**src/rtl/two_body_excitation_energy_unit_assert.svh**
```systemverilog
// ----------------------------------------------------------------------------
// Assertion macros for the two-body excitation energy unit
// Thin wrappers around concurrent assertions clocked on the block clock.
// ----------------------------------------------------------------------------
`ifndef TWO_BODY_EXCITATION_ENERGY_UNIT_ASSERT_SVH
`define TWO_BODY_EXCITATION_ENERGY_UNIT_ASSERT_SVH

// property that must hold at every edge out of reset
`define TBEE_ALWAYS(lbl, clk, rstn, prop, msg) \
    lbl: assert property (@(posedge clk) disable iff (!rstn) (prop)) else $error(msg);

// same-cycle implication
`define TBEE_IMPLY(lbl, clk, rstn, ante, cons, msg) \
    lbl: assert property (@(posedge clk) disable iff (!rstn) (ante) |-> (cons)) \
        else $error(msg);

// next-cycle implication
`define TBEE_NEXT(lbl, clk, rstn, ante, cons, msg) \
    lbl: assert property (@(posedge clk) disable iff (!rstn) (ante) |=> (cons)) \
        else $error(msg);

`endif

```
**src/rtl/tbee_pkg.sv**
```systemverilog
// ----------------------------------------------------------------------------
// tbee_pkg
// Types, constants and helper functions shared by the excitation energy unit.
// ----------------------------------------------------------------------------
package tbee_pkg;

    // field widths
    localparam int KE_W  = 18;
    localparam int ANG_W = 15;
    localparam int FQ_W  = 16;
    localparam int ION_W = 16;
    localparam int EX_W  = 18;
    localparam int ST_W  = 2;
    localparam int BE_W  = 22;
    localparam int M_W   = 26;
    localparam int CUT_W = 16;

    // port widths
    localparam int CFG_IDX_W  = 8;
    localparam int CFG_DATA_W = 32;
    localparam int S_TDATA_W  = 72;
    localparam int M_TDATA_W  = 24;
    localparam int M_TUSER_W  = 2;

    // default sizing
    localparam int CORDIC_STEPS_DEF = 30;
    localparam int WIDE_BITS_DEF    = 128;
    localparam int QUEUE_DEPTH      = 4;

    // datapath sizing
    localparam int Q_BITS    = 96;   // momentum product p1^2 * p3^2
    localparam int SQ_STAGES = 24;   // two root bits per stage, 48-bit root
    localparam int RS_STAGES = 15;   // two root bits per stage, 30-bit root
    localparam int A_BITS    = 60;   // radicand of the final root
    localparam int SROOT_W   = 48;
    localparam int SREM_W    = 52;
    localparam int CW        = 34;   // CORDIC x, y, z

    // result status codes
    localparam logic [ST_W-1:0] ST_OK     = 2'd0;
    localparam logic [ST_W-1:0] ST_GATE   = 2'd1;
    localparam logic [ST_W-1:0] ST_ION    = 2'd2;
    localparam logic [ST_W-1:0] ST_UNPHYS = 2'd3;

    // register indexes
    localparam logic [CFG_IDX_W-1:0] REG_BEAM_ENERGY   = 8'd0;
    localparam logic [CFG_IDX_W-1:0] REG_BEAM_MASS     = 8'd1;
    localparam logic [CFG_IDX_W-1:0] REG_TARGET_MASS   = 8'd2;
    localparam logic [CFG_IDX_W-1:0] REG_EJECTILE_MASS = 8'd3;
    localparam logic [CFG_IDX_W-1:0] REG_RESIDUAL_MASS = 8'd4;
    localparam logic [CFG_IDX_W-1:0] REG_QUALITY_CUT   = 8'd5;
    localparam logic [CFG_IDX_W-1:0] REG_ION_LOW       = 8'd6;
    localparam logic [CFG_IDX_W-1:0] REG_ION_HIGH      = 8'd7;

    // register reset values
    localparam logic [BE_W-1:0]  RST_BEAM_ENERGY   = 22'd192000;
    localparam logic [M_W-1:0]   RST_BEAM_MASS     = 26'd14917600;
    localparam logic [M_W-1:0]   RST_TARGET_MASS   = 26'd938783;
    localparam logic [M_W-1:0]   RST_EJECTILE_MASS = 26'd938783;
    localparam logic [M_W-1:0]   RST_RESIDUAL_MASS = 26'd14917600;
    localparam logic [CUT_W-1:0] RST_QUALITY_CUT   = 16'd1280;
    localparam logic [CUT_W-1:0] RST_ION_LOW       = 16'd950;
    localparam logic [CUT_W-1:0] RST_ION_HIGH      = 16'd1350;

    // angle folding, hundredths of a degree
    localparam int ANG_FULL    = 36000;
    localparam int ANG_HALF    = 18000;
    localparam int ANG_QUARTER = 9000;

    // z = floor((a * pi_q30 + 9000) / 18000) = a * Z_MUL + floor((a * Z_FRAC + 9000) / 18000)
    localparam int     Z_MUL  = 187403;
    localparam int     Z_FRAC = 5426;
    localparam int     Z_BIAS = 9000;
    localparam int     DIV_C  = 18000;
    localparam longint REC_M  = 61083979;   // floor(2^40 / 18000)
    localparam int     REC_SH = 40;

    localparam longint CORDIC_GAIN = 652032874;
    localparam longint Q30_ONE     = 1073741824;
    localparam longint HALF_Q30    = 536870912;

    // register file seen by the datapath
    typedef struct packed {
        logic [BE_W-1:0]  beam_energy;
        logic [M_W-1:0]   beam_mass;
        logic [M_W-1:0]   target_mass;
        logic [M_W-1:0]   ejectile_mass;
        logic [M_W-1:0]   residual_mass;
        logic [CUT_W-1:0] quality_cut;
        logic [CUT_W-1:0] ion_low;
        logic [CUT_W-1:0] ion_high;
    } cfg_t;

    // classified request passed from front to back
    typedef struct packed {
        logic [KE_W-1:0]  ke;
        logic [ANG_W-1:0] ang;
        logic [ST_W-1:0]  st;
    } item_t;

    // digit-by-digit square root state
    typedef struct packed {
        logic [SREM_W-1:0]  rem;
        logic [SROOT_W-1:0] root;
    } sq_t;

    // atan(2^-i) in Q30
    function automatic logic signed [CW-1:0] atan_q30(input int i);
        logic signed [CW-1:0] r;
        case (i)
            0:  r = 34'sd843314857;
            1:  r = 34'sd497837829;
            2:  r = 34'sd263043837;
            3:  r = 34'sd133525159;
            4:  r = 34'sd67021687;
            5:  r = 34'sd33543516;
            6:  r = 34'sd16775851;
            7:  r = 34'sd8388437;
            8:  r = 34'sd4194283;
            9:  r = 34'sd2097149;
            10: r = 34'sd1048576;
            default: r = (i <= 30) ? $signed(CW'(1) << (30 - i)) : '0;
        endcase
        return r;
    endfunction

    // one restoring square root step, two radicand bits in
    function automatic sq_t sqrt_step(input sq_t s, input logic [1:0] d);
        sq_t o;
        logic [SREM_W-1:0] r;
        logic [SREM_W-1:0] t;
        r = {s.rem[SREM_W-3:0], d};
        t = {2'b00, s.root, 2'b01};
        if (r >= t) begin
            o.rem  = r - t;
            o.root = {s.root[SROOT_W-2:0], 1'b1};
        end else begin
            o.rem  = r;
            o.root = {s.root[SROOT_W-2:0], 1'b0};
        end
        return o;
    endfunction

endpackage

```
**src/rtl/tbee_queue.sv**
```systemverilog
// ----------------------------------------------------------------------------
// tbee_queue
// Short FIFO of classified requests between the front and the datapath.
// ----------------------------------------------------------------------------
module tbee_queue #(
    parameter int DEPTH = tbee_pkg::QUEUE_DEPTH
) (
    input  logic              aclk,
    input  logic              aresetn,
    input  logic              push,
    input  tbee_pkg::item_t   push_item,
    input  logic              pop,
    output tbee_pkg::item_t   head,
    output logic              full,
    output logic              empty
);
    import tbee_pkg::*;

    localparam int AW = (DEPTH > 1) ? $clog2(DEPTH) : 1;
    localparam logic [AW-1:0] LAST = AW'(DEPTH - 1);

    item_t          mem_reg [0:DEPTH-1];
    logic [AW-1:0]  wr_ptr_reg, wr_ptr_next;
    logic [AW-1:0]  rd_ptr_reg, rd_ptr_next;
    logic [AW:0]    count_reg, count_next;

    assign full  = (count_reg == (AW+1)'(DEPTH));
    assign empty = (count_reg == '0);
    assign head  = mem_reg[rd_ptr_reg];

    // pointer and fill level
    always_comb begin
        wr_ptr_next = wr_ptr_reg;
        rd_ptr_next = rd_ptr_reg;
        count_next  = count_reg;
        if (push) begin
            wr_ptr_next = (wr_ptr_reg == LAST) ? '0 : wr_ptr_reg + 1'b1;
        end
        if (pop) begin
            rd_ptr_next = (rd_ptr_reg == LAST) ? '0 : rd_ptr_reg + 1'b1;
        end
        if (push && !pop) begin
            count_next = count_reg + 1'b1;
        end else if (pop && !push) begin
            count_next = count_reg - 1'b1;
        end
    end

    always_ff @(posedge aclk) begin
        if (!aresetn) begin
            wr_ptr_reg <= '0;
            rd_ptr_reg <= '0;
            count_reg  <= '0;
        end else begin
            wr_ptr_reg <= wr_ptr_next;
            rd_ptr_reg <= rd_ptr_next;
            count_reg  <= count_next;
        end
    end

    // storage
    always_ff @(posedge aclk) begin
        if (push) begin
            mem_reg[wr_ptr_reg] <= push_item;
        end
    end

`include "two_body_excitation_energy_unit_assert.svh"

    `TBEE_ALWAYS(a_q_level, aclk, aresetn, count_reg <= (AW+1)'(DEPTH), "queue over depth")
    `TBEE_IMPLY(a_q_push, aclk, aresetn, push, !full, "push into full queue")
    `TBEE_IMPLY(a_q_pop, aclk, aresetn, pop, !empty, "pop from empty queue")

endmodule

```
**config.mk**
```make
export PLATFORM = sky130hd
export DESIGN_NAME = tbee_queue
export DESIGN_NICKNAME = d
export VERILOG_FILES = /design/src/rtl/tbee_pkg.sv /design/src/rtl/tbee_queue.sv
export VERILOG_INCLUDE_DIRS = /design/src /design/src/rtl
export SDC_FILE = /design/constraint.sdc
export NUM_CORES = 1
export LEC_CHECK = 0
export BUFFER_PORTS_ARGS = -buffer_cell sky130_fd_sc_hd__buf_2
export CORE_UTILIZATION = 25
export DETAILED_ROUTE_END_ITERATION = 16
export GPL_TIMING_DRIVEN = 0
export SYNTH_ARGS = -nofsm -noshare
export SYNTH_HDL_FRONTEND = slang
export SYNTH_SLANG_ARGS = --single-unit
```
**constraint.sdc**
```tcl
create_clock -name aclk -period 5.05 [get_ports aclk]
set_clock_uncertainty 0.1 [all_clocks]
set_input_delay 1.01 -clock aclk [delete_from_list [all_inputs] [get_ports aclk]]
set_output_delay 1.01 -clock aclk [all_outputs]
set_load 0.02 [all_outputs]
```
==> metrics.log <==
INFO  metric grt_pass1_wl = 15400 um
INFO  metric synthesis.area_per_instance = 24.5 um^2
INFO  metric critical_path_required = 3.94 ns
INFO  metric tritoncts = yes
INFO  metric critical_path_peak_fanout = 10
INFO  metric yosys-top-cells-area = sky130_fd_sc_hd__edfxtp_1 76%, sky130_fd_sc_hd__mux4_2 12%, sky130_fd_sc_hd__dfxtp_1 3.2%
INFO  metric wirelength = 10300 um
INFO  metric number_of_detailed_routing_iterations_run_before_antenna_repair = 4
INFO  metric total_routing_usage_gr = 0.0959
INFO  metric total_overflow_reported_by_the_global_router = 0
INFO  metric detailedRoute.firstIterationViolations = 99
INFO  metric crit_chain = clkbuf_2 > buf_2 > mux4_2 > buf_2
INFO  metric crit_path_frequent_cell = sky130_fd_sc_hd__buf_2
INFO  metric synthMostInstantiatedCell = sky130_fd_sc_hd__edfxtp_1
INFO  metric cts.clk_slew.worst_paths = 0.06 ns
INFO  metric synth_nets = 273
INFO  metric clock_path_buffers = 2
INFO  metric grt_antenna_before_repair = 0
INFO  metric crit_family = buffers and inverters
INFO  metric unrepaired_setup_endpoints_after_global_routing = no
INFO  metric fillCellCount = 2113
INFO  metric worst_setup_path_type = flip-flop to primary output
INFO  metric dieHeight = 151 um
INFO  metric tns = 0 ns
INFO  metric insertion_delay = 0.41 ns
INFO  metric cts_root_buffer = sky130_fd_sc_hd__clkbuf_16
INFO  metric number_of_remaining_drc_errors = 0
INFO  metric cts_hold_buf = 0
INFO  metric viasPerCell = 4.10
INFO  metric endpoint_kind = primary output
INFO  metric hpwl = 6820 um
INFO  metric leakage_dissipation = 2.37 nW
INFO  metric cap_viol_max_count = 0
INFO  metric synth.cells.most_frequent = 140 x sky130_fd_sc_hd__edfxtp_1, 30 x sky130_fd_sc_hd__mux4_2, 9 x sky130_fd_sc_hd__dfxtp_1, 6 x sky130_fd_sc_hd__ha_1
INFO  metric synth_largest_area_cell = sky130_fd_sc_hd__edfxtp_1
INFO  metric vdd.ir_drop.worst = 189 uV
INFO  metric crit_path_max_incr_delay = 0.36 ns
INFO  metric detailroute.via_count = 2533
INFO  metric finalSetupViolCount = 0
INFO  metric die-width = 151 um
INFO  metric synth-seq-cells = 149
INFO  metric std_cell_rows = 54
INFO  metric hold_viol_final = 0
INFO  metric post-cts-setup-buffer-count = 0
INFO  metric period_share = 0.587
INFO  metric timing.critical_path.arrival = 1.86 ns
INFO  metric synth-seq-area-share = 0.788
INFO  metric critical_path_buf_inv_count = 3
INFO  metric timing.critical_path.slowest_stage_cell = sky130_fd_sc_hd__mux4_2
INFO  metric cts_buffers = 17
INFO  metric placeableCoreArea = 0.0218 mm^2
INFO  metric cts.sinks = 149
INFO  metric worst_case_headroom_to_the_max_slew_limit = 0.598
INFO  metric synth-main-ff-cell = sky130_fd_sc_hd__edfxtp_1
INFO  metric cts_resized = 0
INFO  metric dp.cells = 586
INFO  metric layout-drive-gt1-share = 0.447
INFO  metric slew_viol_final = 0
INFO  metric syn_area = 0.00556 mm^2
INFO  metric cts_max_level = 4
INFO  metric final_critical_period = 2.97 ns
INFO  metric synth_top_area_share = 0.756
INFO  metric finalCoreUtilization = 0.318
INFO  metric routedWlPerCell = 16.6 um
INFO  metric globalplace.congestion = 0.630
INFO  metric detail-route-antenna-nets = 0
INFO  metric worst_pin_slew = 0.604 ns
INFO  metric synth_cell_type_count = 23
INFO  metric worst_setup_path_start_kind = flip-flop
INFO  metric synth-edff-count = 140
INFO  metric fin_cells = 618
INFO  metric insertedDiodeCount = 0
INFO  metric power_density = 413 mW/mm^2
INFO  metric max_clock_freq = 337 MHz
INFO  metric design.portCount = 76
INFO  metric grt_start_max_net_pins = 20
INFO  metric outcome = completed
INFO  metric yosys_warnings = 0
INFO  metric worst_hold_path_type = flip-flop to flip-flop
INFO  metric number_of_buffers_inserted_by_port_buffering = 75
INFO  metric layout_overhead_on_the_synthesized_area = 24.9%
INFO  metric vias_in_the_first_global_route = 2769
INFO  metric nNetsFinal = 371
INFO  metric synthesis.instances = 227
INFO  metric start_util = 0.255
INFO  metric dieArea = 0.0228 mm^2
INFO  metric async_flop_share = 0
INFO  metric number_of_flip_flops_under_the_largest_register_name = 140
worst reg2reg max path: cells and delay by family (launching register included):
| family | cells | cell delay, ns |
|---|---|---|
| fa+ha+maj | 1 | 0.20 |
| buf+inv | 1 | 0.24 |
| flops | 1 | 0.39 |
| simple gates | 1 | 0.54 |
layout by cell type (no fill, tap or decap), types with 2 or more instances in the layout:
| cell type | count |
|---|---|
| sky130_fd_sc_hd__buf_12 | 3 |
| sky130_fd_sc_hd__dfxtp_1 | 9 |
| sky130_fd_sc_hd__nor2b_1 | 5 |
| sky130_fd_sc_hd__mux4_1 | 5 |
| sky130_fd_sc_hd__inv_1 | 4 |
| sky130_fd_sc_hd__nor3_1 | 2 |
| sky130_fd_sc_hd__clkinvlp_4 | 2 |
| sky130_fd_sc_hd__mux4_2 | 30 |
| sky130_fd_sc_hd__clkbuf_16 | 17 |
| sky130_fd_sc_hd__edfxtp_1 | 140 |
| sky130_fd_sc_hd__buf_2 | 78 |
| sky130_fd_sc_hd__mux2i_1 | 4 |
| sky130_fd_sc_hd__clkinv_2 | 6 |
| sky130_fd_sc_hd__buf_16 | 4 |
| sky130_fd_sc_hd__ha_1 | 6 |
| sky130_fd_sc_hd__and2_2 | 4 |
| sky130_fd_sc_hd__clkinv_4 | 4 |
final timing paths:
check	startpoint	endpoint	slack [ns]	depth (start not counted)
hold reg to reg	count_reg[2]	count_reg[2]	0.46	2
setup / recovery	flip-flop	head[31]	2.08	4
hold / removal	count_reg[2]	count_reg[2]	0.46	2
setup reg to reg	wr_ptr_reg[0]	mem_reg[3][23]	3.27	3
report_power, final:
group	total (mW)	switching, mW	internal (mW)	leakage, nW
clock	1.15	0.476	0.671	0.267
sequential	1.43	0.0167	1.41	1.36
combinational	0.289	0.164	0.125	0.742
total	2.87	0.657	2.21	2.37
metal layers:
layer	GRT usage	part of all wire
met1	0.111	0.42
met2	0.158	0.51
met3	0.0337	0.053
met4	0.0465	0.016
met5	0	0
per-stage QoR:
stage	instance area [um^2]	hold slack, ns	setup WS [ns]	power [mW]
3_3_place_gp	6290	0.382	1.74	1.73
3_5_place_dp	6400	0.443	2.36	1.75
5_1_grt	6940	0.481	1.96	2.98
6_report	6940	0.456	2.08	2.87
2_1_floorplan	5560	0.372	2.66	1.63
4_1_cts	6940	0.452	2.01	2.91
cell families (layout without fill, tap and decap cells):
family / count (synthesis) / after routing / share of synthesized area
compound gates: 3 / 3 / 0.00360
flops: 149 / 149 / 0.788
buf+inv: 12 / 123 / 0.0191
xor+xnor: 2 / 2 / 0.00315
simple gates: 15 / 15 / 0.0162
fa+ha+maj: 7 / 7 / 0.0171
mux: 39 / 39 / 0.152
area by class of cell:
type / count / area [um^2] / area share
sequential: 149 / 4380 / 0.631
multi-input combinational: 66 / 1070 / 0.155
timing repair buffer: 79 / 485 / 0.0699
clock buffer: 18 / 429 / 0.0618
tap: 280 / 350 / 0.0505
clock inverter: 14 / 114 / 0.0164
buffer: 8 / 91.3 / 0.0132
inverter: 4 / 15.0 / 0.00216
Note: power is estimated with default switching activity, not from simulation.
