===== config.mk =====
export PLATFORM = sky130hd
export DESIGN_NAME = tbee_front
export DESIGN_NICKNAME = d
export VERILOG_FILES = /design/src/rtl/two_body_excitation_energy_unit_assert.svh /design/src/rtl/tbee_pkg.sv /design/src/rtl/tbee_front.sv
export SDC_FILE = /design/constraint.sdc
export NUM_CORES = 1
export LEC_CHECK = 0
export CAP_MARGIN = 20
export CORE_AREA = 2 2 110 112
export DETAILED_ROUTE_END_ITERATION = 10
export DIE_AREA = 0 0 112 114
export DONT_BUFFER_PORTS = 1
export PLACE_DENSITY = 0.3
export SLEW_MARGIN = 15
export SYNTH_ARGS = -nofsm -noshare
export SYNTH_HDL_FRONTEND = slang
export SYNTH_SLANG_ARGS = --single-unit
export TNS_END_PERCENT = 5

===== constraint.sdc =====
create_clock -name vclk -period 4.5
set_clock_uncertainty 0.05 [all_clocks]
set_input_delay 0.225 -clock vclk [all_inputs]
set_output_delay 0.225 -clock vclk [all_outputs]
set_load 0.02 [all_outputs]

===== src/rtl/two_body_excitation_energy_unit_assert.svh =====
// ----------------------------------------------------------------------------
// Assertion macros for the two-body excitation energy unit
// Thin wrappers around concurrent assertions clocked on the block clock.
// ----------------------------------------------------------------------------
`ifndef TWO_BODY_EXCITATION_ENERGY_UNIT_ASSERT_SVH
`define TWO_BODY_EXCITATION_ENERGY_UNIT_ASSERT_SVH

// property that must hold at every edge out of reset
`define TBEE_ALWAYS(lbl, clk, rstn, prop, msg) \
    lbl: assert property (@(posedge clk) disable iff (!rstn) (prop)) else $error(msg);

// same-cycle implication
`define TBEE_IMPLY(lbl, clk, rstn, ante, cons, msg) \
    lbl: assert property (@(posedge clk) disable iff (!rstn) (ante) |-> (cons)) \
        else $error(msg);

// next-cycle implication
`define TBEE_NEXT(lbl, clk, rstn, ante, cons, msg) \
    lbl: assert property (@(posedge clk) disable iff (!rstn) (ante) |=> (cons)) \
        else $error(msg);

`endif


===== src/rtl/tbee_pkg.sv =====
// ----------------------------------------------------------------------------
// tbee_pkg
// Types, constants and helper functions shared by the excitation energy unit.
// ----------------------------------------------------------------------------
package tbee_pkg;

    // field widths
    localparam int KE_W  = 18;
    localparam int ANG_W = 15;
    localparam int FQ_W  = 16;
    localparam int ION_W = 16;
    localparam int EX_W  = 18;
    localparam int ST_W  = 2;
    localparam int BE_W  = 22;
    localparam int M_W   = 26;
    localparam int CUT_W = 16;

    // port widths
    localparam int CFG_IDX_W  = 8;
    localparam int CFG_DATA_W = 32;
    localparam int S_TDATA_W  = 72;
    localparam int M_TDATA_W  = 24;
    localparam int M_TUSER_W  = 2;

    // default sizing
    localparam int CORDIC_STEPS_DEF = 30;
    localparam int WIDE_BITS_DEF    = 128;
    localparam int QUEUE_DEPTH      = 4;

    // datapath sizing
    localparam int Q_BITS    = 96;   // momentum product p1^2 * p3^2
    localparam int SQ_STAGES = 24;   // two root bits per stage, 48-bit root
    localparam int RS_STAGES = 15;   // two root bits per stage, 30-bit root
    localparam int A_BITS    = 60;   // radicand of the final root
    localparam int SROOT_W   = 48;
    localparam int SREM_W    = 52;
    localparam int CW        = 34;   // CORDIC x, y, z

    // result status codes
    localparam logic [ST_W-1:0] ST_OK     = 2'd0;
    localparam logic [ST_W-1:0] ST_GATE   = 2'd1;
    localparam logic [ST_W-1:0] ST_ION    = 2'd2;
    localparam logic [ST_W-1:0] ST_UNPHYS = 2'd3;

    // register indexes
    localparam logic [CFG_IDX_W-1:0] REG_BEAM_ENERGY   = 8'd0;
    localparam logic [CFG_IDX_W-1:0] REG_BEAM_MASS     = 8'd1;
    localparam logic [CFG_IDX_W-1:0] REG_TARGET_MASS   = 8'd2;
    localparam logic [CFG_IDX_W-1:0] REG_EJECTILE_MASS = 8'd3;
    localparam logic [CFG_IDX_W-1:0] REG_RESIDUAL_MASS = 8'd4;
    localparam logic [CFG_IDX_W-1:0] REG_QUALITY_CUT   = 8'd5;
    localparam logic [CFG_IDX_W-1:0] REG_ION_LOW       = 8'd6;
    localparam logic [CFG_IDX_W-1:0] REG_ION_HIGH      = 8'd7;

    // register reset values
    localparam logic [BE_W-1:0]  RST_BEAM_ENERGY   = 22'd192000;
    localparam logic [M_W-1:0]   RST_BEAM_MASS     = 26'd14917600;
    localparam logic [M_W-1:0]   RST_TARGET_MASS   = 26'd938783;
    localparam logic [M_W-1:0]   RST_EJECTILE_MASS = 26'd938783;
    localparam logic [M_W-1:0]   RST_RESIDUAL_MASS = 26'd14917600;
    localparam logic [CUT_W-1:0] RST_QUALITY_CUT   = 16'd1280;
    localparam logic [CUT_W-1:0] RST_ION_LOW       = 16'd950;
    localparam logic [CUT_W-1:0] RST_ION_HIGH      = 16'd1350;

    // angle folding, hundredths of a degree
    localparam int ANG_FULL    = 36000;
    localparam int ANG_HALF    = 18000;
    localparam int ANG_QUARTER = 9000;

    // z = floor((a * pi_q30 + 9000) / 18000) = a * Z_MUL + floor((a * Z_FRAC + 9000) / 18000)
    localparam int     Z_MUL  = 187403;
    localparam int     Z_FRAC = 5426;
    localparam int     Z_BIAS = 9000;
    localparam int     DIV_C  = 18000;
    localparam longint REC_M  = 61083979;   // floor(2^40 / 18000)
    localparam int     REC_SH = 40;

    localparam longint CORDIC_GAIN = 652032874;
    localparam longint Q30_ONE     = 1073741824;
    localparam longint HALF_Q30    = 536870912;

    // register file seen by the datapath
    typedef struct packed {
        logic [BE_W-1:0]  beam_energy;
        logic [M_W-1:0]   beam_mass;
        logic [M_W-1:0]   target_mass;
        logic [M_W-1:0]   ejectile_mass;
        logic [M_W-1:0]   residual_mass;
        logic [CUT_W-1:0] quality_cut;
        logic [CUT_W-1:0] ion_low;
        logic [CUT_W-1:0] ion_high;
    } cfg_t;

    // classified request passed from front to back
    typedef struct packed {
        logic [KE_W-1:0]  ke;
        logic [ANG_W-1:0] ang;
        logic [ST_W-1:0]  st;
    } item_t;

    // digit-by-digit square root state
    typedef struct packed {
        logic [SREM_W-1:0]  rem;
        logic [SROOT_W-1:0] root;
    } sq_t;

    // atan(2^-i) in Q30
    function automatic logic signed [CW-1:0] atan_q30(input int i);
        logic signed [CW-1:0] r;
        case (i)
            0:  r = 34'sd843314857;
            1:  r = 34'sd497837829;
            2:  r = 34'sd263043837;
            3:  r = 34'sd133525159;
            4:  r = 34'sd67021687;
            5:  r = 34'sd33543516;
            6:  r = 34'sd16775851;
            7:  r = 34'sd8388437;
            8:  r = 34'sd4194283;
            9:  r = 34'sd2097149;
            10: r = 34'sd1048576;
            default: r = (i <= 30) ? $signed(CW'(1) << (30 - i)) : '0;
        endcase
        return r;
    endfunction

    // one restoring square root step, two radicand bits in
    function automatic sq_t sqrt_step(input sq_t s, input logic [1:0] d);
        sq_t o;
        logic [SREM_W-1:0] r;
        logic [SREM_W-1:0] t;
        r = {s.rem[SREM_W-3:0], d};
        t = {2'b00, s.root, 2'b01};
        if (r >= t) begin
            o.rem  = r - t;
            o.root = {s.root[SROOT_W-2:0], 1'b1};
        end else begin
            o.rem  = r;
            o.root = {s.root[SROOT_W-2:0], 1'b0};
        end
        return o;
    endfunction

endpackage


===== src/rtl/tbee_front.sv =====
// ----------------------------------------------------------------------------
// tbee_front
// Takes input requests, unpacks them and applies the quality and ion gates.
// ----------------------------------------------------------------------------
module tbee_front (
    input  logic                              s_tvalid,
    output logic                              s_tready,
    input  logic [tbee_pkg::S_TDATA_W-1:0]    s_tdata,
    input  tbee_pkg::cfg_t                    cfg,
    input  logic                              q_full,
    output logic                              push,
    output tbee_pkg::item_t                   push_item
);
    import tbee_pkg::*;

    logic [KE_W-1:0]  ke;
    logic [ANG_W-1:0] ang;
    logic [FQ_W-1:0]  fq;
    logic [ION_W-1:0] ion;

    assign ke  = s_tdata[KE_W-1:0];
    assign ang = s_tdata[KE_W+ANG_W-1:KE_W];
    assign fq  = s_tdata[KE_W+ANG_W+FQ_W-1:KE_W+ANG_W];
    assign ion = s_tdata[KE_W+ANG_W+FQ_W+ION_W-1:KE_W+ANG_W+FQ_W];

    // accept whenever the queue has room
    assign s_tready = !q_full;
    assign push     = s_tvalid && !q_full;

    // gate classification
    always_comb begin
        push_item.ke  = ke;
        push_item.ang = ang;
        if (fq > cfg.quality_cut || ke == '0) begin
            push_item.st = ST_GATE;
        end else if (cfg.ion_low != '0 && (ion < cfg.ion_low || ion > cfg.ion_high)) begin
            push_item.st = ST_ION;
        end else begin
            push_item.st = ST_OK;
        end
    end

endmodule


==> metrics.md, run 1 <==
| Metric | Value |
|---|---|
| Worst-margin pin slew | `0.497 ns` |
| Endpoints failing hold | `0` |
| Post-Route WL | `5580 um` |
| Slowest CP cell | `or4_4` |
| Multiplexer share of the synthesized area | `0%` |
| Worst Setup Start Kind | `primary input` |
| Max-Cap Viols | `0` |
| Inst Count DP | `326` |
| # IOs | `285` |
| P per Cell Area | `70.6 nW/um^2` |
| Cell count after synthesis | `212` |
| Iteration-0 DRC Markers | `34` |
| ANT nets after route | `0` |
| Via count | `1,317` |
| Post-synthesis xor/xnor area fraction | `0%` |
| Post-route clock period utilization | `50.4%` |
| Post-CTS Hold Fix Bufs | `0` |
| Area of the multi-input gates | `1110 um^2` |
| Slew Viols, Final | `0` |
| Vias per inst | `3.99` |
| Worst path required time | `4.22 ns` |
| Core area | `11,700 um^2` |
| Nets | `476` |
| GRT Overall Usage | `8.11%` |
| Synth Warn # | `0` |
| Die X-Extent | `112 um` |
| Syn nets | `507` |
| Setup tns final | `0 ns` |
| Die H | `114 um` |
| Area Growth Syn to Fin | `-3.48%` |
| Filler cells | `1,395` |
| DR pass1 iterations | `4` |
| Vias in the first global route | `1,310` |
| Post-Layout Cell Count | `330` |
| Critical Path Fanout Max | `3` |
| Pin count of the biggest net entering global routing | `5` |
| Detailed-route DRC error count | `0` |
| DIE AREA | `12,800 um^2` |
| CP Class | `in -> out` |
| Wire per inst | `16.9 um` |
| CP dominant cell by count | `a21oi_2` |
| Largest family of logic cells by synthesized area | `adder cells` |
| Final setup fails | `0` |
| Crit path DAT | `1.99 ns` |
| Row count | `40` |
| Outcome | `finished, final reports clean` |
| Total power | `0.105 mW` |
| I/O Buffers | `0` |
| Synth Area in Adders | `38.1%` |
| Initial Util | `13.2%` |
| Synth Cell Area | `1540 um^2` |
| Relative slew margins | `66.9%` |
| LEAKAGE | `0.754 nW` |
| Post-CTS sizing | `0` |
| HPWL after detailed placement | `5400 um` |
| Hold Path Class | `in -> out` |
| Unique masters post-synth | `32` |
| CP Cell Sequence | `inv_1 > ha_1 > nand4_2 > or4_4 > a21oi_2 > nor4bb_1 > o22ai_2 > a21oi_2` |
| Global-route wire length before repair | `7770 um` |
| Maximum VDD drop | `0.0000203 V` |
| Avg Inst Size Synth | `7.28 um^2` |
| Max frequency | `0.441 GHz` |
| CP peak stage delay | `0.58 ns` |
| Initial antenna violation count | `6` |
| Fraction of the yosys area taken by sequential cells | `0%` |
| Setup Fix Bufs, Post-CTS | `0` |
| Fraction of layout cells with a size suffix above 1 | `4.47%` |
| Endpoint class of the critical path | `primary output` |
| Clock buffers | `0` |
| Storage cell area | `0 um^2` |
| Synth Area in Compound Gates | `16.4%` |
| Min cycle time layout | `2.27 ns` |
| Gr ovfl total | `0` |
| Sequential cells | `0` |
| RSZ-0062 raised after global routing | `false` |
| GP Congestion | `0.688` |
| Synth Area in Simple Gates | `17.6%` |
==> cell families after synthesis <==
family | Yosys count
buffers and inverters | 82
AND/OR/NAND/NOR | 45
AO/OA/AOI/OAI | 38
adder cells (fa/ha/maj) | 47
==> cell usage after synthesis, types with 2 or more instances <==
master | instances | area [um^2]
buf_4 | 33 | 248
nand2_1 | 5 | 18.8
nand4_1 | 11 | 68.8
a21oi_2 | 2 | 17.5
a211oi_1 | 3 | 22.5
nor2_1 | 6 | 22.5
or4_4 | 2 | 22.5
o21ai_0 | 5 | 25.0
nor2b_1 | 5 | 31.3
o211ai_1 | 3 | 22.5
nor4_1 | 7 | 43.8
a2111oi_0 | 2 | 17.5
inv_1 | 48 | 180
ha_1 | 47 | 588
a21oi_1 | 13 | 65.1
nand3_1 | 3 | 15.0
a21o_1 | 2 | 15.0
==> worst max-delay path: cells and delay by family <==
kind / cells / cell delay [ns]
buf+inv: 1 / 0.02
fa+ha+maj: 1 / 0.29
simple gates: 3 / 0.80
compound gates: 3 / 0.65
==> routing by layer <==
layer  up-vias  wire length [um]  share of wire (%)  global-route usage [%]
li1        652                 -                  -                       -
met1       550              2390                 43                    9.07
met2       107              2080                 37                    11.6
met3         8              1080                 19                    7.92
met4         0                28               0.50                   0.650
met5         -                 0                  0                       0
==> cells in the final DEF (no fill, tap or decap), types with 2 or more instances in the layout <==
cell type and count:
nand2_1 5, a211oi_1 3, o211ai_1 3, a21oi_2 2, a2111oi_0 2, nor2_1 6, o21ai_0 5, ha_1 47
a21oi_1 13, nor4_1 7, inv_1 48, or4_4 2, a21o_1 2, nand4_1 11, nand3_1 3, nor2b_1 5
diode_2 4
==> path summary, 6_finish.rpt <==
check	startpoint	to	cells after the start
max	cfg[47]	push_item[1]	8
min	s_tdata[16]	push_item[33]	0
==> metrics by stage <==
step / cell area [um^2] / hold WS, ns / util, % / setup slack, ns
5_1_grt: 1480 / 0.400 / 12.6 / 2.00
3_5_place_dp: 1480 / 0.400 / 12.6 / 2.18
3_3_place_gp: 1480 / 0.400 / 12.6 / 2.15
4_1_cts: 1480 / 0.400 / 12.6 / 2.17
2_1_floorplan: 1540 / 0.477 / - / 2.49
6_report: 1490 / 0.400 / 12.7 / 2.23
==> cell type report <==
cell class         instances  share of cell area, %
diodes                     4                  0.672
inverters                 49                   12.3
well taps                147                   12.3
multi-input cells        130                   74.6
==> report_power, final <==
part / internal (mW) / total [mW] / leakage, nW / switching, mW
Combinational: 0.0463 / 0.105 / 0.754 / 0.0588
Clock: 0.000000122 / 0.000000122 / 0.0000254 / 0
Sequential: 0 / 0 / 0 / 0
Total: 0.0463 / 0.105 / 0.754 / 0.0588
(Power assumes the default switching activity.)
==> inputs of run 2 (changes only) <==
- clock period: 4.5 -> 2.3 ns (I/O delays scaled with it)
==> run 2 against run 1 <==
  * Final area up 0.50%
  * Critical endpoint is now push_item[0]
  * Sequential share of layout area stayed put
  * Flip-flop and latch count is the same
  * Die area unchanged
  * Non-clock buffer count increased by 1
==> metrics.md, run 2 (synthesis gave the netlist of run 1 again) <==
| Metric | Value |
|---|---|
| Storage cell area | `0 um^2` |
| Post-CTS sizing | `0` |
| LEAKAGE | `0.759 nW` |
| Via count | `1,278` |
| Min cycle time layout | `1.97 ns` |
| Pin count of the biggest net entering global routing | `5` |
| HPWL after detailed placement | `5380 um` |
| Slowest CP cell | `or4_4` |
| Worst Setup Start Kind | `primary input` |
| Area Growth Syn to Fin | `-3.00%` |
| Setup Fix Bufs, Post-CTS | `0` |
| Wire per inst | `16.6 um` |
| Fraction of layout cells with a size suffix above 1 | `5.00%` |
| Die X-Extent | `112 um` |
| Final setup fails | `0` |
| GP Congestion | `0.705` |
| # IOs | `285` |
| Iteration-0 DRC Markers | `26` |
| I/O Buffers | `0` |
| Endpoint class of the critical path | `primary output` |
| Detailed-route DRC error count | `0` |
| Hold endpoint | `push_item[33]` |
| GRT Overall Usage | `8.13%` |
| Post-layout util | `12.8%` |
| Die H | `114 um` |
| Nets | `477` |
| Clock buffers | `0` |
| Global-route wire length before repair | `7780 um` |
| Relative slew margins | `71.1%` |
| CP Class | `in -> out` |
| WHS Path Cells | `0` |
| Outcome | `finished, final reports clean` |
| CP Cell Sequence | `inv_1 > ha_1 > nand4_2 > or4_4 > a21oi_2 > nor4bb_1 > o22ai_2 > buf_4` |
| Commonest non-fill, non-tap cell in the layout | `inv_1` |
| CP peak stage delay | `0.58 ns` |
| Core area | `11,700 um^2` |
| Met3 GRT Util | `8.13%` |
| Slew Viols, Final | `0` |
| Maximum VDD drop | `0.0000492 V` |
| Post-route clock period utilization | `85.5%` |
| Post-CTS Hold Fix Bufs | `0` |
| Gr ovfl total | `0` |
| Most frequent cells in the layout | `inv_1 (48), ha_1 (47), a21oi_1 (13)` |
| Worst-margin pin slew | `0.429 ns` |
| Sequential cells | `0` |
| Min-delay src | `s_tdata[16]` |
| Max frequency | `0.509 GHz` |
| Row count | `40` |
| Max-Cap Viols | `0` |
| Hold Path Class | `in -> out` |
| ANT nets after route | `0` |
| Met1 Usage GRT | `8.75%` |
| DR pass1 iterations | `4` |
| Worst path required time | `2.13 ns` |
| Initial antenna violation count | `6` |
| Vias per inst | `3.86` |
| RSZ-0062 raised after global routing | `false` |
| Endpoints failing hold | `0` |
| DIE AREA | `12,800 um^2` |
| P per Cell Area | `138 nW/um^2` |
| Initial Util | `13.2%` |
| Most used routing layer | `met2` |
| Critical Path Fanout Max | `3` |
| Post-Route WL | `5500 um` |
| GRT met2 Usage | `11.9%` |
| Setup tns final | `0 ns` |
| Vias in the first global route | `1,337` |
| Crit path DAT | `1.80 ns` |
run 2: layout make-up:
class	count	area (um^2)
Timing Repair Buffer	1	7.51
Tap cell	147	184
Fill cell	1385	10200
Inverter	49	184
Multi-Input combinational cell	130	1110
Antenna cell	4	10.0
run 2: per-layer routing:
layer,up-vias,share of wire (%),wire (um)
li1,652,-,-
met1,518,41,2240
met2,100,37,2030
met5,-,0,0
met4,0,0.51,28
met3,8,22,1210
run 2: stage by stage:
step	instance area, um^2	cells	total power, mW	setup slack (ns)	hold WS [ns]
floorplan	1540	212	0.245	0.513	0.257
global placement	1490	327	0.209	0.262	0.180
detailed placement	1490	327	0.209	0.278	0.180
CTS	1490	327	0.211	0.275	0.180
global route	1490	327	0.247	0.157	0.180
finish	1500	331	0.206	0.334	0.180
run 2: critical path, delay by kind of cell:
kind	cells	cell delay, ns
and+or+nand+nor	3	0.80
AOI/OAI and AO/OA	2	0.35
buffers and inverters	2	0.23
adders and majority gates	1	0.30
run 2: power by group:
group / total [mW] / switching [mW] / internal, mW
clock: 0.000000236 / 0 / 0.000000236
combinational: 0.206 / 0.114 / 0.0926
sequential: 0 / 0 / 0
run 2: worst max path at each step:
stage                     slack [ns]  startpoint           end
after CTS                       0.28     cfg[47]  push_item[0]
final                           0.33     cfg[47]  push_item[0]
after detailed placement        0.28     cfg[47]  push_item[0]
after global routing            0.16     cfg[37]  push_item[1]
after global placement          0.26     cfg[37]  push_item[1]
after floorplan                 0.51     cfg[47]  push_item[1]
==> inputs of run 3 (changes only) <==
- clock period: 2.3 -> 1.7 ns (I/O delays scaled with it)
==> run 3 against run 2 <==
  * The run now ends with setup timing left
  * Critical endpoint unchanged
  * Sequential share of layout area unchanged
  * Utilization is 2.2 points higher
  * Total power up 85%
  * Final area up 17%
  * Via count is 4.1% higher
  * Highest routed layer is now met5
==> metrics.md, run 3 (synthesis gave the netlist of run 1 again) <==
| Metric | Value |
|---|---|
| Outcome | `complete, but fails checks` |
| Failing checks | `setup timing` |
| Worst path required time | `1.56 ns` |
| CP Cell Sequence | `inv_1 > ha_4 > nand2_2 > or4_4 > a21oi_4 > nor4bb_2 > o22ai_2 > buf_6 > buf_12` |
| Storage cell area | `0 um^2` |
| Iteration-0 DRC Markers | `42` |
| Commonest non-fill, non-tap cell in the layout | `inv_1` |
| Pin count of the biggest net entering global routing | `5` |
| Fraction of layout cells with a size suffix above 1 | `20.0%` |
| Setup tns final | `-0.122 ns` |
| Endpoints failing hold | `0` |
| Relative slew margins | `70.3%` |
| Post-route cell area | `1760 um^2` |
| Via count | `1,330` |
| P per Cell Area | `218 nW/um^2` |
| Post-CTS Hold Fix Bufs | `0` |
| Critical Path Fanout Max | `2` |
| Hold Path Class | `in -> out` |
| Detailed-route DRC error count | `0` |
| Crit path DAT | `1.63 ns` |
| Row count | `40` |
| Initial antenna violation count | `4` |
| Global-route wire length before repair | `7960 um` |
| Max frequency | `0.567 GHz` |
| ANT nets after route | `0` |
| HPWL after detailed placement | `5320 um` |
| Worst-margin pin slew | `0.441 ns` |
| Post-route clock period utilization | `104%` |
| Worst hold slack | `0.120 ns` |
| Min-delay src | `s_tdata[18]` |
| Placed cell area | `1550 um^2` |
| Core area | `11,700 um^2` |
| Most frequent cells in the layout | `inv_1 (41), ha_1 (38), a21oi_1 (13)` |
| DR pass1 iterations | `4` |
| Initial Util | `13.2%` |
| Area Growth Syn to Fin | `13.8%` |
| Slew Viols, Final | `0` |
| Clock buffers | `0` |
| Gr ovfl total | `0` |
| Nets | `482` |
| Filler cells | `1,361` |
| Max-Cap Viols | `0` |
| # IOs | `285` |
| CP Capture Point | `push_item[0]` |
| Worst Setup Start Kind | `primary input` |
| Worst path depth | `9` |
| Maximum VDD drop | `0.0000928 V` |
| Post-Route WL | `5680 um` |
| Sequential cells | `0` |
| Die H | `114 um` |
| CP Class | `in -> out` |
| Area of the multi-input gates | `1290 um^2` |
| RSZ-0062 raised after global routing | `true` |
| CP peak stage delay | `0.55 ns` |
| DIE AREA | `12,800 um^2` |
| I/O Buffers | `0` |
| GRT Overall Usage | `8.32%` |
| Vias in the first global route | `1,447` |
| Wire per inst | `17.1 um` |
| Endpoint class of the critical path | `primary output` |
| Vias per inst | `3.99` |
| Crit path buf inv count | `3` |
| Post-route setup slack | `-0.0649 ns` |
| Total power | `0.382 mW` |
| Die X-Extent | `112 um` |
| Final setup fails | `2` |
| Worst setup startpoint | `cfg[42]` |
| Min cycle time layout | `1.76 ns` |
| Family with the most delay on the worst path | `simple AND/OR/NAND/NOR gates` |
| LEAKAGE | `0.798 nW` |
| GP Congestion | `0.726` |
| Slowest CP cell | `or4_4` |
==> run 3: worst min path at each step <==
stage	to	slack (ns)	depth (start not counted)
floorplan	s_tready	0.20	1
global placement	push_item[12]	0.12	0
detailed placement	push_item[12]	0.12	0
CTS	push_item[12]	0.12	0
global route	push_item[29]	0.12	0
finish	push_item[2]	0.12	0
==> run 3: metrics by stage <==
step	cells	worst slack, ns	utilization (%)
6_report	333	-0.0649	15.0
5_1_grt	332	-0.120	15.0
4_1_cts	332	-0.0676	14.1
3_3_place_gp	332	-0.116	13.2
3_5_place_dp	332	-0.122	13.2
2_1_floorplan	212	0.00629	-
==> run 3: metal layers <==
metal  GRT usage, %  vias to the layer above  wire, um
met5              0                        -        38
met4          0.325                        6         9
met3           4.99                       10       876
met2           16.4                       87      2920
met1           7.79                      568      1840
li1               -                      659         -
==> run 3: area by class of cell <==
class	count	share of cell area [%]
Antenna cell	1	0.142
Inverter	49	12.2
Multi-Input combinational cell	130	73.5
Tap cell	147	10.5
Timing Repair Buffer	6	3.70
==> run 3: power breakdown <==
group          internal (mW)    total (mW)  switching (mW)
logic                  0.193         0.382           0.190
clock network   0.0000000790  0.0000000790               0
registers                  0             0               0
total                  0.193         0.382           0.190
==> run 3: what timing repair did <==
item,in CTS,in global routing
resized for setup,24,18
pin swaps,9,8
setup buffers,0,0
setup endpoints to repair,2,2
